===== config.mk =====
export PLATFORM = sky130hd
export DESIGN_NAME = http_chunked_body_decoder_core_flat
export DESIGN_NICKNAME = d
export VERILOG_FILES = /design/src/hw/rtl/chbd_pkg.sv /design/src/hw/rtl/chbd_ifs.sv /design/src/hw/rtl/http_chunked_body_decoder_core.sv /design/src/hw/rtl/chbd_front.sv /design/src/hw/rtl/chbd_queue.sv /design/src/hw/rtl/chbd_back.sv /design/src/flat_wrapper.sv
export VERILOG_INCLUDE_DIRS = /design/src /design/src/hw/rtl
export SDC_FILE = /design/constraint.sdc
export NUM_CORES = 1
export LEC_CHECK = 0
export BUFFER_PORTS_ARGS = -buffer_cell sky130_fd_sc_hd__buf_4
export CELL_PAD_IN_SITES_DETAIL_PLACEMENT = 1
export CELL_PAD_IN_SITES_GLOBAL_PLACEMENT = 2
export CORE_ASPECT_RATIO = 1.2
export CORE_MARGIN = 5
export CORE_UTILIZATION = 36
export DETAILED_ROUTE_END_ITERATION = 8
export PLACE_DENSITY = 0.83
export RECOVER_POWER = 100
export SLEW_MARGIN = 20
export SYNTH_ARGS = -nofsm -noshare
export SYNTH_HDL_FRONTEND = slang
export SYNTH_SLANG_ARGS = --single-unit
export TNS_END_PERCENT = 100

===== constraint.sdc =====
create_clock -name clk -period 3.9 [get_ports clk]
set_input_delay 0.78 -clock clk [delete_from_list [all_inputs] [get_ports clk]]
set_output_delay 0.78 -clock clk [all_outputs]
set_load 0.05 [all_outputs]

===== src/hw/rtl/http_chunked_body_decoder_core_defines.svh =====
// Assertion macros used by the chunked body decoder RTL (chbd_back).
`ifndef HTTP_CHUNKED_BODY_DECODER_CORE_DEFINES_SVH
`define HTTP_CHUNKED_BODY_DECODER_CORE_DEFINES_SVH

// The consequent must hold in the same cycle as the antecedent.
`define CHBD_ASSERT_IMPL(label, clk, rst_n, ante, cons, msg) \
	label: assert property (@(posedge clk) disable iff (!rst_n) (ante) |-> (cons)) \
		else $error(msg);

// The consequent must hold in the cycle after the antecedent.
`define CHBD_ASSERT_NEXT(label, clk, rst_n, ante, cons, msg) \
	label: assert property (@(posedge clk) disable iff (!rst_n) (ante) |=> (cons)) \
		else $error(msg);

`endif


===== src/hw/rtl/chbd_pkg.sv =====
`timescale 1ns / 1ps

package chbd_pkg;

	localparam int LEN_BITS_DEFAULT = 32;
	localparam int CFG_W = 12;
	localparam logic [CFG_W-1:0] MAX_LINE_RESET = 12'd2048;
	localparam int QUEUE_DEPTH = 2;

	localparam logic [7:0] CH_LF = 8'h0A;
	localparam logic [7:0] CH_CR = 8'h0D;

	typedef enum logic [1:0] {
		KIND_DATA     = 2'd0,
		KIND_COMPLETE = 2'd1,
		KIND_TOO_LONG = 2'd2,
		KIND_OVERFLOW = 2'd3
	} result_kind_t;

	typedef struct packed {
		logic [7:0] data;
		logic       start;
		logic       is_cr;
		logic       is_lf;
		logic       is_blank;
		logic       is_hex;
		logic       is_zero;
		logic       is_x;
		logic [3:0] hex_val;
	} chbd_item_t;

endpackage


===== src/hw/rtl/chbd_ifs.sv =====
`timescale 1ns / 1ps

interface chbd_in_if;
	logic       valid;
	logic       ready;
	logic [7:0] in_byte;
	logic       start_body;

	modport source (output valid, output in_byte, output start_body, input ready);
	modport sink (input valid, input in_byte, input start_body, output ready);
endinterface

interface chbd_out_if;
	logic       valid;
	logic       ready;
	logic [1:0] result_kind;
	logic [7:0] data_byte;
	logic       chunk_last;

	modport source (output valid, output result_kind, output data_byte, output chunk_last,
		input ready);
	modport sink (input valid, input result_kind, input data_byte, input chunk_last,
		output ready);
endinterface


===== src/hw/rtl/http_chunked_body_decoder_core.sv =====
`timescale 1ns / 1ps
// Channel  Role    Transfer holds
// in_ch    sink    in_byte, start_body
// out_ch   source  result_kind, data_byte, chunk_last
// cfg      write   cfg_wdata (max_size_line_len) on cfg_we
//
// One byte is taken per cycle while the queue has room; the parser state machine retires
// one queued byte per cycle unless the output is stalled. Results pass the two-entry
// queue, then the output register; the queue lets input continue while the output waits.
// arst_n clears the parser to a fresh size line and the line limit to 2048.
module http_chunked_body_decoder_core #(
	parameter int LEN_BITS = chbd_pkg::LEN_BITS_DEFAULT
) (
	input  logic                       clk,
	input  logic                       arst_n,
	chbd_in_if.sink                    in_ch,
	chbd_out_if.source                 out_ch,
	input  logic                       cfg_we,
	input  logic [chbd_pkg::CFG_W-1:0] cfg_wdata
);
	import chbd_pkg::*;

	chbd_item_t front_item;
	logic       front_push;
	logic       queue_room;
	chbd_item_t head_item;
	logic       head_valid;
	logic       head_pop;

	chbd_front u_front (
		.in_ch (in_ch),
		.room  (queue_room),
		.item  (front_item),
		.push  (front_push)
	);

	chbd_queue u_queue (
		.clk        (clk),
		.arst_n     (arst_n),
		.push_item  (front_item),
		.push       (front_push),
		.room       (queue_room),
		.head_item  (head_item),
		.head_valid (head_valid),
		.pop        (head_pop)
	);

	chbd_back #(
		.LEN_BITS (LEN_BITS)
	) u_back (
		.clk        (clk),
		.arst_n     (arst_n),
		.cfg_we     (cfg_we),
		.cfg_wdata  (cfg_wdata),
		.item       (head_item),
		.item_valid (head_valid),
		.item_pop   (head_pop),
		.out_ch     (out_ch)
	);

endmodule


===== src/hw/rtl/chbd_front.sv =====
`timescale 1ns / 1ps

module chbd_front (
	chbd_in_if.sink            in_ch,
	input  logic               room,
	output chbd_pkg::chbd_item_t item,
	output logic               push
);
	import chbd_pkg::*;

	logic [7:0] c;
	logic       is_dec;
	logic       is_lo;
	logic       is_up;

	assign c = in_ch.in_byte;
	assign in_ch.ready = room;
	assign push = in_ch.valid & room;

	assign is_dec = (c >= 8'h30) && (c <= 8'h39);
	assign is_lo  = (c >= 8'h61) && (c <= 8'h66);
	assign is_up  = (c >= 8'h41) && (c <= 8'h46);

	always_comb begin
		item.data     = c;
		item.start    = in_ch.start_body;
		item.is_cr    = (c == CH_CR);
		item.is_lf    = (c == CH_LF);
		item.is_blank = (c == 8'h20) || (c == 8'h09) || (c == 8'h0B) || (c == 8'h0C);
		item.is_hex   = is_dec || is_lo || is_up;
		item.is_zero  = (c == 8'h30);
		item.is_x     = (c == 8'h78) || (c == 8'h58);
		if (is_dec) begin
			item.hex_val = c[3:0];
		end else if (is_lo || is_up) begin
			item.hex_val = c[3:0] + 4'd9;
		end else begin
			item.hex_val = 4'd0;
		end
	end

endmodule


===== src/hw/rtl/chbd_queue.sv =====
`timescale 1ns / 1ps

module chbd_queue (
	input  logic                 clk,
	input  logic                 arst_n,
	input  chbd_pkg::chbd_item_t push_item,
	input  logic                 push,
	output logic                 room,
	output chbd_pkg::chbd_item_t head_item,
	output logic                 head_valid,
	input  logic                 pop
);
	import chbd_pkg::*;

	localparam int PTR_W = (QUEUE_DEPTH > 1) ? $clog2(QUEUE_DEPTH) : 1;
	localparam int CNT_W = $clog2(QUEUE_DEPTH + 1);
	localparam logic [PTR_W-1:0] LAST_PTR = PTR_W'(QUEUE_DEPTH - 1);
	localparam logic [CNT_W-1:0] FULL_CNT = CNT_W'(QUEUE_DEPTH);

	chbd_item_t             entry_q [QUEUE_DEPTH];
	logic [PTR_W-1:0]       wr_ptr_q;
	logic [PTR_W-1:0]       rd_ptr_q;
	logic [CNT_W-1:0]       count_q;
	logic                   do_pop;

	assign room       = (count_q != FULL_CNT);
	assign head_valid = (count_q != '0);
	assign head_item  = entry_q[rd_ptr_q];
	assign do_pop     = pop & head_valid;

	always_ff @(posedge clk) begin
		if (push) begin
			entry_q[wr_ptr_q] <= push_item;
		end
	end

	always_ff @(posedge clk or negedge arst_n) begin
		if (!arst_n) begin
			wr_ptr_q <= '0;
			rd_ptr_q <= '0;
			count_q  <= '0;
		end else begin
			if (push) begin
				wr_ptr_q <= (wr_ptr_q == LAST_PTR) ? '0 : wr_ptr_q + PTR_W'(1);
			end
			if (do_pop) begin
				rd_ptr_q <= (rd_ptr_q == LAST_PTR) ? '0 : rd_ptr_q + PTR_W'(1);
			end
			if (push && !do_pop) begin
				count_q <= count_q + CNT_W'(1);
			end else if (!push && do_pop) begin
				count_q <= count_q - CNT_W'(1);
			end
		end
	end

endmodule


===== src/hw/rtl/chbd_back.sv =====
`timescale 1ns / 1ps
`include "http_chunked_body_decoder_core_defines.svh"

module chbd_back #(
	parameter int LEN_BITS = chbd_pkg::LEN_BITS_DEFAULT
) (
	input  logic                       clk,
	input  logic                       arst_n,
	input  logic                       cfg_we,
	input  logic [chbd_pkg::CFG_W-1:0] cfg_wdata,
	input  chbd_pkg::chbd_item_t       item,
	input  logic                       item_valid,
	output logic                       item_pop,
	chbd_out_if.source                 out_ch
);
	import chbd_pkg::*;

	typedef enum logic [6:0] {
		PH_BLANK   = 7'b0000001,
		PH_DIGITS  = 7'b0000010,
		PH_IGNORE  = 7'b0000100,
		PH_DATA    = 7'b0001000,
		PH_SKIP    = 7'b0010000,
		PH_TRAILER = 7'b0100000,
		PH_HALT    = 7'b1000000
	} phase_t;

	phase_t              phase_q, phase_d, ph;
	logic [CFG_W-1:0]    max_len_q;
	logic [CFG_W-1:0]    count_q, count_d, cnt;
	logic [LEN_BITS-1:0] accum_q, accum_d, acc;
	logic [LEN_BITS-1:0] left_q, left_d, left_dec;
	logic                prefix_q, prefix_d, pfx;
	logic                trailer_q, trailer_d, trl;

	logic                emit;
	result_kind_t        kind_d;
	logic [7:0]          data_d;
	logic                last_d;

	logic                out_valid_q;
	result_kind_t        out_kind_q;
	logic [7:0]          out_data_q;
	logic                out_last_q;

	assign item_pop = item_valid && (!out_valid_q || out_ch.ready);
	assign left_dec = left_q - LEN_BITS'(1);

	always_comb begin
		ph  = item.start ? PH_BLANK : phase_q;
		cnt = item.start ? '0 : count_q;
		acc = item.start ? '0 : accum_q;
		pfx = item.start ? 1'b0 : prefix_q;
		trl = item.start ? 1'b0 : trailer_q;

		phase_d   = ph;
		count_d   = cnt;
		accum_d   = acc;
		prefix_d  = pfx;
		trailer_d = trl;
		left_d    = item.start ? '0 : left_q;
		emit      = 1'b0;
		kind_d    = KIND_DATA;
		data_d    = 8'd0;
		last_d    = 1'b0;

		unique case (ph) inside
			PH_BLANK, PH_DIGITS, PH_IGNORE: begin
				if (item.is_cr) begin
					phase_d = ph;
				end else if (item.is_lf) begin
					if (acc == '0) begin
						phase_d   = PH_TRAILER;
						trailer_d = 1'b0;
					end else begin
						left_d  = acc;
						phase_d = PH_DATA;
					end
				end else if (cnt >= max_len_q) begin
					phase_d = PH_HALT;
					emit    = 1'b1;
					kind_d  = KIND_TOO_LONG;
				end else begin
					count_d = cnt + CFG_W'(1);
					if (ph == PH_BLANK) begin
						if (item.is_blank) begin
							phase_d = PH_BLANK;
						end else if (!item.is_hex) begin
							phase_d = PH_IGNORE;
						end else begin
							accum_d  = LEN_BITS'(item.hex_val);
							prefix_d = item.is_zero;
							phase_d  = PH_DIGITS;
						end
					end else if (ph == PH_DIGITS) begin
						if (item.is_hex) begin
							if (acc[LEN_BITS-1 -: 4] != 4'd0) begin
								phase_d = PH_HALT;
								emit    = 1'b1;
								kind_d  = KIND_OVERFLOW;
							end else begin
								accum_d  = {acc[LEN_BITS-5:0], item.hex_val};
								prefix_d = 1'b0;
							end
						end else if (item.is_x && pfx) begin
							prefix_d = 1'b0;
						end else begin
							phase_d = PH_IGNORE;
						end
					end
				end
			end
			PH_DATA: begin
				left_d = left_dec;
				emit   = 1'b1;
				data_d = item.data;
				if (left_dec == '0) begin
					last_d  = 1'b1;
					phase_d = PH_SKIP;
				end
			end
			PH_SKIP: begin
				if (item.is_lf) begin
					phase_d  = PH_BLANK;
					count_d  = '0;
					accum_d  = '0;
					prefix_d = 1'b0;
				end
			end
			PH_TRAILER: begin
				if (item.is_lf) begin
					if (!trl) begin
						phase_d = PH_HALT;
						emit    = 1'b1;
						kind_d  = KIND_COMPLETE;
					end else begin
						trailer_d = 1'b0;
					end
				end else if (!item.is_cr) begin
					trailer_d = 1'b1;
				end
			end
			PH_HALT: begin
				phase_d = PH_HALT;
			end
			default: begin
				phase_d = ph;
			end
		endcase
	end

	always_ff @(posedge clk or negedge arst_n) begin
		if (!arst_n) begin
			max_len_q <= MAX_LINE_RESET;
			phase_q   <= PH_BLANK;
			count_q   <= '0;
			accum_q   <= '0;
			left_q    <= '0;
			prefix_q  <= 1'b0;
			trailer_q <= 1'b0;
		end else begin
			if (cfg_we) begin
				max_len_q <= cfg_wdata;
			end
			if (item_pop) begin
				phase_q   <= phase_d;
				count_q   <= count_d;
				accum_q   <= accum_d;
				left_q    <= left_d;
				prefix_q  <= prefix_d;
				trailer_q <= trailer_d;
			end
		end
	end

	always_ff @(posedge clk or negedge arst_n) begin
		if (!arst_n) begin
			out_valid_q <= 1'b0;
		end else if (item_pop && emit) begin
			out_valid_q <= 1'b1;
		end else if (out_ch.ready) begin
			out_valid_q <= 1'b0;
		end
	end

	always_ff @(posedge clk) begin
		if (item_pop && emit) begin
			out_kind_q <= kind_d;
			out_data_q <= data_d;
			out_last_q <= last_d;
		end
	end

	assign out_ch.valid       = out_valid_q;
	assign out_ch.result_kind = out_kind_q;
	assign out_ch.data_byte   = out_data_q;
	assign out_ch.chunk_last  = out_last_q;

	`CHBD_ASSERT_IMPL(a_status_clean, clk, arst_n, out_valid_q && (out_kind_q != KIND_DATA), (out_data_q == 8'd0) && !out_last_q, "Status result carries payload bits.")
	`CHBD_ASSERT_IMPL(a_data_left, clk, arst_n, phase_q == PH_DATA, left_q != '0, "Chunk data phase with no bytes left.")
	`CHBD_ASSERT_NEXT(a_halt_after_status, clk, arst_n, item_pop && emit && (kind_d != KIND_DATA), phase_q == PH_HALT, "Status result did not halt the parser.")
	`CHBD_ASSERT_NEXT(a_skip_after_last, clk, arst_n, item_pop && emit && last_d, phase_q == PH_SKIP, "Last chunk byte did not end the data phase.")

endmodule


===== src/flat_wrapper.sv =====
// flat-port wrapper written by rule: the top's interface ports become plain ports
module http_chunked_body_decoder_core_flat import chbd_pkg::*;
#(
	parameter int LEN_BITS = chbd_pkg::LEN_BITS_DEFAULT
)
  (clk, arst_n, cfg_we, cfg_wdata, in_ch_valid, in_ch_in_byte, in_ch_start_body, in_ch_ready, out_ch_valid, out_ch_result_kind, out_ch_data_byte, out_ch_chunk_last, out_ch_ready);
  chbd_in_if in_ch_i ();
  chbd_out_if out_ch_i ();
  input  logic clk;
  input  logic arst_n;
  input  logic cfg_we;
  input  logic [chbd_pkg::CFG_W-1:0] cfg_wdata;
  input wire logic [$bits(in_ch_i.valid)-1:0] in_ch_valid;
  input wire logic [$bits(in_ch_i.in_byte)-1:0] in_ch_in_byte;
  input wire logic [$bits(in_ch_i.start_body)-1:0] in_ch_start_body;
  output wire logic [$bits(in_ch_i.ready)-1:0] in_ch_ready;
  output wire logic [$bits(out_ch_i.valid)-1:0] out_ch_valid;
  output wire logic [$bits(out_ch_i.result_kind)-1:0] out_ch_result_kind;
  output wire logic [$bits(out_ch_i.data_byte)-1:0] out_ch_data_byte;
  output wire logic [$bits(out_ch_i.chunk_last)-1:0] out_ch_chunk_last;
  input wire logic [$bits(out_ch_i.ready)-1:0] out_ch_ready;
  assign in_ch_i.valid = in_ch_valid;
  assign in_ch_i.in_byte = in_ch_in_byte;
  assign in_ch_i.start_body = in_ch_start_body;
  assign in_ch_ready = in_ch_i.ready;
  assign out_ch_valid = out_ch_i.valid;
  assign out_ch_result_kind = out_ch_i.result_kind;
  assign out_ch_data_byte = out_ch_i.data_byte;
  assign out_ch_chunk_last = out_ch_i.chunk_last;
  assign out_ch_i.ready = out_ch_ready;
  http_chunked_body_decoder_core #(.LEN_BITS(LEN_BITS)) u_core (.clk(clk), .arst_n(arst_n), .in_ch(in_ch_i), .out_ch(out_ch_i), .cfg_we(cfg_we), .cfg_wdata(cfg_wdata));
endmodule

### Word-level counts from Yosys, hierarchy flattened

Memory sizes are Yosys's and may differ from the RTL's.
Cells that the tools add are included.

| word-level totals | value |
|---|---|
| register bits | 113 |
| bits in writable memories | 38 |
| input bits | 26 |
| word-level logic and storage cells | 165 |
| memories kept | 1 |

| operators by class | value |
|---|---|
| add/sub/neg operators | 7 |
| magnitude comparators | 7 |
| equal/unequal tests | 17 |
| multiplexer cells | 91 |
| bitwise logic cells | 2 |
| reductions and logical operators | 26 |

Memories:

| memory | depth | width | read ports | clocked after memory_dff | wr ports | RTL line | RTL |
|---|---|---|---|---|---|---|---|
| u_core.u_queue.entry_q | 2 | 19 | 1 | 0 | 1 | chbd_queue.sv:20 | `chbd_item_t entry_q [QUEUE_DEPTH];` |

Operator list:

| cell | number |
|---|---|
| $mux W32 | 15 |
| $pmux W32 S2 | 2 |
| $mux W7 | 13 |
| $logic_not A32 Y1 | 2 |
| $mux W12 | 5 |
| $eq A8 B4 Y1 const B | 5 |
| $mux W1 | 36 |
| $pmux W7 S5 | 1 |
| $sub A32 B1 Y32 const B | 1 |
| $pmux W12 S2 | 1 |
| $mux W2 | 9 |
| $eq A8 B6 Y1 const B | 2 |
| $eq A8 B7 Y1 const B | 2 |
| $ge A8 B7 Y1 const B | 2 |
| $le A8 B7 Y1 const B | 2 |
| $add A12 B1 Y12 const B | 1 |
| $ge A12 B12 Y1 | 1 |
| $ge A8 B6 Y1 const B | 1 |
| $le A8 B6 Y1 const B | 1 |
| $logic_and A1 B1 Y1 | 8 |
| $logic_or A1 B1 Y1 | 8 |
| $mux W4 | 2 |
| $eq A7 B1 Y1 const B | 1 |
| $eq A7 B2 Y1 const B | 1 |
| other kinds (20) | 28 |

### Longest topological paths before layout

An unclocked memory read counts as a cell.

| depth | value |
|---|---|
| depth in word-level cells | 13 |
| mapped depth | 16 |
| mapped depth without buffers | 10 |

### Cells and area by module

From an unflattened synthesis, not the netlist that was laid out.

| second synthesis, totals | value |
|---|---|
| cell total of the unflattened synthesis | 965 |
| area total of the unflattened synthesis | 8,879.8 sq um |

Modules (own cells, without submodules):

| module | times used | cells an instance | area each (sq um) |
|---|---|---|---|
| chbd_back | 1 | 838 | 6,919.1 |
| chbd_queue | 1 | 75 | 1,576.5 |
| chbd_front | 1 | 52 | 384.1 |

### Worst setup path after synthesis

Ideal clock, no wire load.

| path | value |
|---|---|
| kind | reg-to-reg |
| start point | register u_core.u_queue.rd_ptr_q |
| end point | register u_core.u_back.out_last_q (netlist: u_core.u_back.out_ch.chunk_last), enable pin |
| arrival time | 3,633 ps |
| data required time | 3,513 ps |
| slack | -120 ps |
| cell stages (with the launch flop) | 13 |
| path buffers | 3 |
| clock period less this slack | 4,020 ps |
| cells stage by stage | dfrtp_1 clkbuf_1 mux2i_1 clkbuf_1 clkbuf_1 and2_1 ha_1 nand2_1 or3_1 o221ai_1 a21oi_1 a2111o_1 a31oi_1 |

| between the ends | value |
|---|---|
| word-level cells in the longest chain between the ends | 12 |

Ends and longest elaborated chain:

| element | RTL line | RTL |
|---|---|---|
| from (decl) | chbd_queue.sv:22 | `logic [PTR_W-1:0] rd_ptr_q;` |
| from (signal assigned) | chbd_queue.sv:47 | `rd_ptr_q <= (rd_ptr_q == LAST_PTR) ? '0 : rd_ptr_q + PTR_W'(1);` |
| $mem_v2 Z2 W19 (*) | - |  |
| parallel branches: the longest is 9 deep, another holds $ge A12 B12 Y1 | - |  |
| $pmux W1 S3 (*) | chbd_back.sv:67 | `unique case (ph) inside` |
| $logic_and A1 B1 Y1 (*) | chbd_back.sv:187 | `if (item_pop && emit) begin` |
| to (signal assigned) | chbd_back.sv:190 | `out_last_q <= last_d;` |
| to (decl) | chbd_back.sv:44 | `logic out_last_q;` |

Every way passes the cells marked *.
A chain may end at the register's enable or synchronous reset.

### Worst setup path after layout

| path | value |
|---|---|
| start point | register u_core.u_queue.rd_ptr_q |
| end point | register u_core.u_back.accum_q[17] |

| between the ends | value |
|---|---|
| word-level cells in the longest chain between the ends | 11 |

Ends and longest elaborated chain:

| element | RTL line | RTL |
|---|---|---|
| $mem_v2 Z2 W19 (*) | - |  |
| parallel branches: the longest is 9 deep, another holds $ge A12 B12 Y1 | - |  |
| $pmux W32 S2 (*) | chbd_back.sv:67 |  |
| to (signal assigned) | chbd_back.sv:168 | `accum_q <= accum_d;` |
| to (decl) | chbd_back.sv:31 | `logic [LEN_BITS-1:0] accum_q, accum_d, acc;` |

Marks and branches as above.

==> impl_metrics.yaml <==
critical_path:
  critPathKind: "flip-flop to flip-flop"
  crit_arrival_ns: 3.99
  crit_start: "u_core.u_queue.rd_ptr_q$_DFFE_PN0P_"
  reg2reg_to: "u_core.u_back.accum_q[17]$_DFFE_PN0P_"
  start_kind: "flip-flop"
  crit_required_ns: 4.20
  worstPathMaxFanout: 18
  worstReg2RegStart: "u_core.u_queue.rd_ptr_q$_DFFE_PN0P_"
  cp-end-kind: "flip-flop"
  r2r_slack_ns: 0.21
  rr_worst_depth: 11
floorplanning:
  die-width_um: 152
  die_h_um: 181
  die_area_um2: 27500
  start_util_pct: 36.5
  row_count: 62
  coreArea_um2: 24000
  ios: 39
synthesis:
  synth_edf_count: 49
  synth-seq-cells: 151
  synth_top_flop_cell: "dfrtp_1"
  yosys-top-cells-count: "102 x nand2_1, 100 x dfrtp_1, 90 x o21ai_0, 66 x nor2_1, 49 x edfxtp_1"
  synth_most_common_cell: "nand2_1"
  syn_area_um2: 8740
  async_flop_share_pct: 67.5
  yosysSeqAreaShare_pct: 46.1
  synth_top_cell_by_area: "dfrtp_1"
  synth_nets: 979
  avgSynthCellArea_um2: 9.38
  yosysWarnings: 0
  postSynthCellCount: 932
  yosysUniqueCellTypes: 82
  synth_top_area_share_pct: 28.6
  synth_area_leaders: "dfrtp_1 29%, edfxtp_1 17%, o21ai_0 5.2%, nand2_1 4.4%, ha_1 3.0%"
placement:
  gp_congestion: 0.865
  post-dp-hpwl_mm: 19.9
  dp.cells: 1269
  io_buffers: 38
min_path:
  worstHoldEndpoint: "u_core.u_back.max_len_q[0]$_DFFE_PN0P_"
  hp-start: "u_core.u_back.max_len_q[0]$_DFFE_PN0P_"
  hp-class: "flip-flop to flip-flop"
  hold_path_depth: 1
power_and_ir_drop:
  p_int_mw: 3.85
  peakVddDrop_v: 0.000339
  swShare_pct: 47.6
  combPwrFrac_pct: 48.6
  p_seq_share_pct: 28.6
  switchingPower_mw: 3.50
  power.leakage_nw: 4.10
  power_density_nw_per_um2: 739
  p_clk_share_pct: 22.9
detailed_routing:
  wire_per_inst_um: 21.3
  route.detailed.drc: 0
  antenna_left: 0
  first_pass_iters: 5
  drt_wl_total_mm: 27.7
  drt-initial-drc-count: 331
  dr_total_vias: 7612
  vias_per_cell: 5.85
finish:
  syn2layout_area_growth_pct: 13.7
  drive_above_1_share_pct: 10.6
  diodes: 0
  final_cells: 1301
  post-route-util_pct: 41.4
  fillers: 2762
  nets: 1015
clock_network:
  cts.path.max_buffers: 2
  cts_tree: "done"
  clkTransAtPathRegs_ns: 0.07
  hold_buffers: 0
  clockRootBuffer: "clkbuf_16"
  cts-buffers-inserted: 17
  clk_latency_ns: 0.44
  htree_levels: 4
  clock_sinks: 151
  post_cts_buffers: 0
  ctsResizeCount: 0
sta:
  post-route-min-period_ns: 3.69
  final.period_utilization_pct: 94.6
  hold_viol_final: 0
  finalClockSkew_ns: 0.0178
  setup_viol: 0
  maxSlewViolCount: 91
  rsz0062_at_grt: "yes"
  slew_headroom_pct: -105
  max_freq_mhz: 271
  max_slew.worst_pin.slew_ns: 3.08
global_routing:
  antenna_found_initial: 0
  grt-ovfl-total: 0
  grt_pass1_wl_mm: 44.3
  grt_max_degree: 53
  grt_usage_pct: 20.0
  grt_pass1_vias: 7939
status:
  violations: "capacitance limit, slew limit"
  status: "finished, violations left"
flow_run:
  max_cap_violations: 2
==> kinds of logic after synthesis <==
family / after synthesis / share of synthesized area, %
and+or+nand+nor: 336 / 20.1
AOI/OAI and AO/OA: 276 / 20.8
DFF: 151 / 46.1
buffers and inverters: 97 / 4.39
muxes: 30 / 3.54
xor gates and xnor gates: 21 / 2.10
adders and majority gates: 21 / 3.01
==> per-layer routing <==
layer,vias to the layer above,global-route usage (%),wire [µm]
li1,3544,-,-
met1,3872,25.0,11900
met2,152,35.1,14100
met3,44,3.09,896
met4,0,6.94,714
met5,-,0,0
==> power groups by stage <==
stage	clock network [mW]	logic, mW	registers [mW]
final	1.68	3.57	2.10
after global placement	0	3.54	2.11
after global routing	1.79	3.87	2.12
after detailed placement	0	3.58	2.12
after CTS	1.71	3.62	2.09
after floorplan	0	2.40	2.06
==> cells in the final DEF, fill, tap and decap left out, types with 7 or more instances in the layout <==
cell,synthesis,layout
nor3_1,21,21
nor4_1,14,14
nand2_1,102,102
xnor2_1,11,11
nor2b_1,7,7
mux2i_1,23,22
a21oi_1,33,34
a31oi_1,18,17
inv_1,44,44
xor2_1,10,10
nand4_1,16,16
and2_1,13,13
buf_4,2,35
nor2_1,66,65
a22o_1,11,11
clkbuf_16,0,17
a21o_1,9,9
edfxtp_1,49,49
nand2b_1,7,7
o21ai_1,7,7
dfrtp_1,100,100
o211ai_1,31,32
ha_1,21,21
and3_1,11,11
inv_8,0,7
mux2_2,7,7
a22oi_1,15,15
o21ai_0,90,90
clkbuf_1,41,29
o2111ai_1,9,9
nand3_1,31,31
==> worst max-delay path, cell delays in order, from the launching register on <==
cell and delay, ns:
dfrtp_1 0.44, mux2_2 0.38, nor2_1 0.22, ha_1 0.29, a211o_1 0.26, a31oi_1 0.15
o221ai_1 0.19, a211o_1 0.48, or3_1 0.57, a21oi_1 0.19, buf_4 0.25, o21ai_0 0.11
==> worst max path at each step <==
stage | end | slack (ns)
2_1_floorplan | u_core.u_back.accum_q[5]$_DFFE_PN0P_ | 0.04
3_3_place_gp | u_core.u_back.accum_q[10]$_DFFE_PN0P_ | 0.33
3_5_place_dp | u_core.u_back.accum_q[30]$_DFFE_PN0P_ | 0.17
4_1_cts | u_core.u_back.accum_q[30]$_DFFE_PN0P_ | 0.13
5_1_grt | u_core.u_back.accum_q[12]$_DFFE_PN0P_ | -0.02
6_report | u_core.u_back.accum_q[17]$_DFFE_PN0P_ | 0.21
==> metrics by stage <==
| step | TNS [ns] | hold WS, ns | total power, mW | setup slack (ns) | instance area (µm²) |
|---|---|---|---|---|---|
| after floorplan | 0 | 0.461 | 4.45 | 0.0397 | 8760 |
| after global placement | 0 | 0.479 | 5.65 | 0.331 | 9470 |
| after detailed placement | 0 | 0.504 | 5.70 | 0.170 | 9470 |
| after CTS | 0 | 0.427 | 7.42 | 0.128 | 10100 |
| after global routing | -0.114 | 0.531 | 7.78 | -0.0186 | 9930 |
| final | 0 | 0.512 | 7.34 | 0.210 | 9930 |
==> registers in the layout (all words and copies together), names as in the netlist <==
register and flops:
u_core.u_queue.entry_q 38, u_core.u_back.accum_q 32, u_core.u_back.left_q 32, u_core.u_back.count_q 12, u_core.u_back.max_len_q 12, u_core.u_back.out_ch.data_byte 8, u_core.u_back.phase_q 7, u_core.u_back.out_ch.result_kind 2
u_core.u_queue.count_q 2, u_core.u_back.out_ch.chunk_last 1, u_core.u_back.out_ch.valid 1, u_core.u_back.prefix_q 1, u_core.u_back.trailer_q 1, u_core.u_queue.rd_ptr_q 1, u_core.u_queue.wr_ptr_q 1
==> final cells by class <==
| cell class | instances | area (µm²) | area share [%] |
|---|---|---|---|
| Timing Repair Buffer | 69 | 399 | 4.02 |
| Tap cell | 320 | 400 | 4.03 |
| Multi-Input combinational cell | 684 | 4340 | 43.6 |
| Clock buffer | 17 | 425 | 4.28 |
| Inverter | 45 | 169 | 1.70 |
| Sequential cell | 151 | 4030 | 40.5 |
| Clock inverter | 15 | 179 | 1.80 |
No activity file was read; power rests on OpenSTA's default activity.
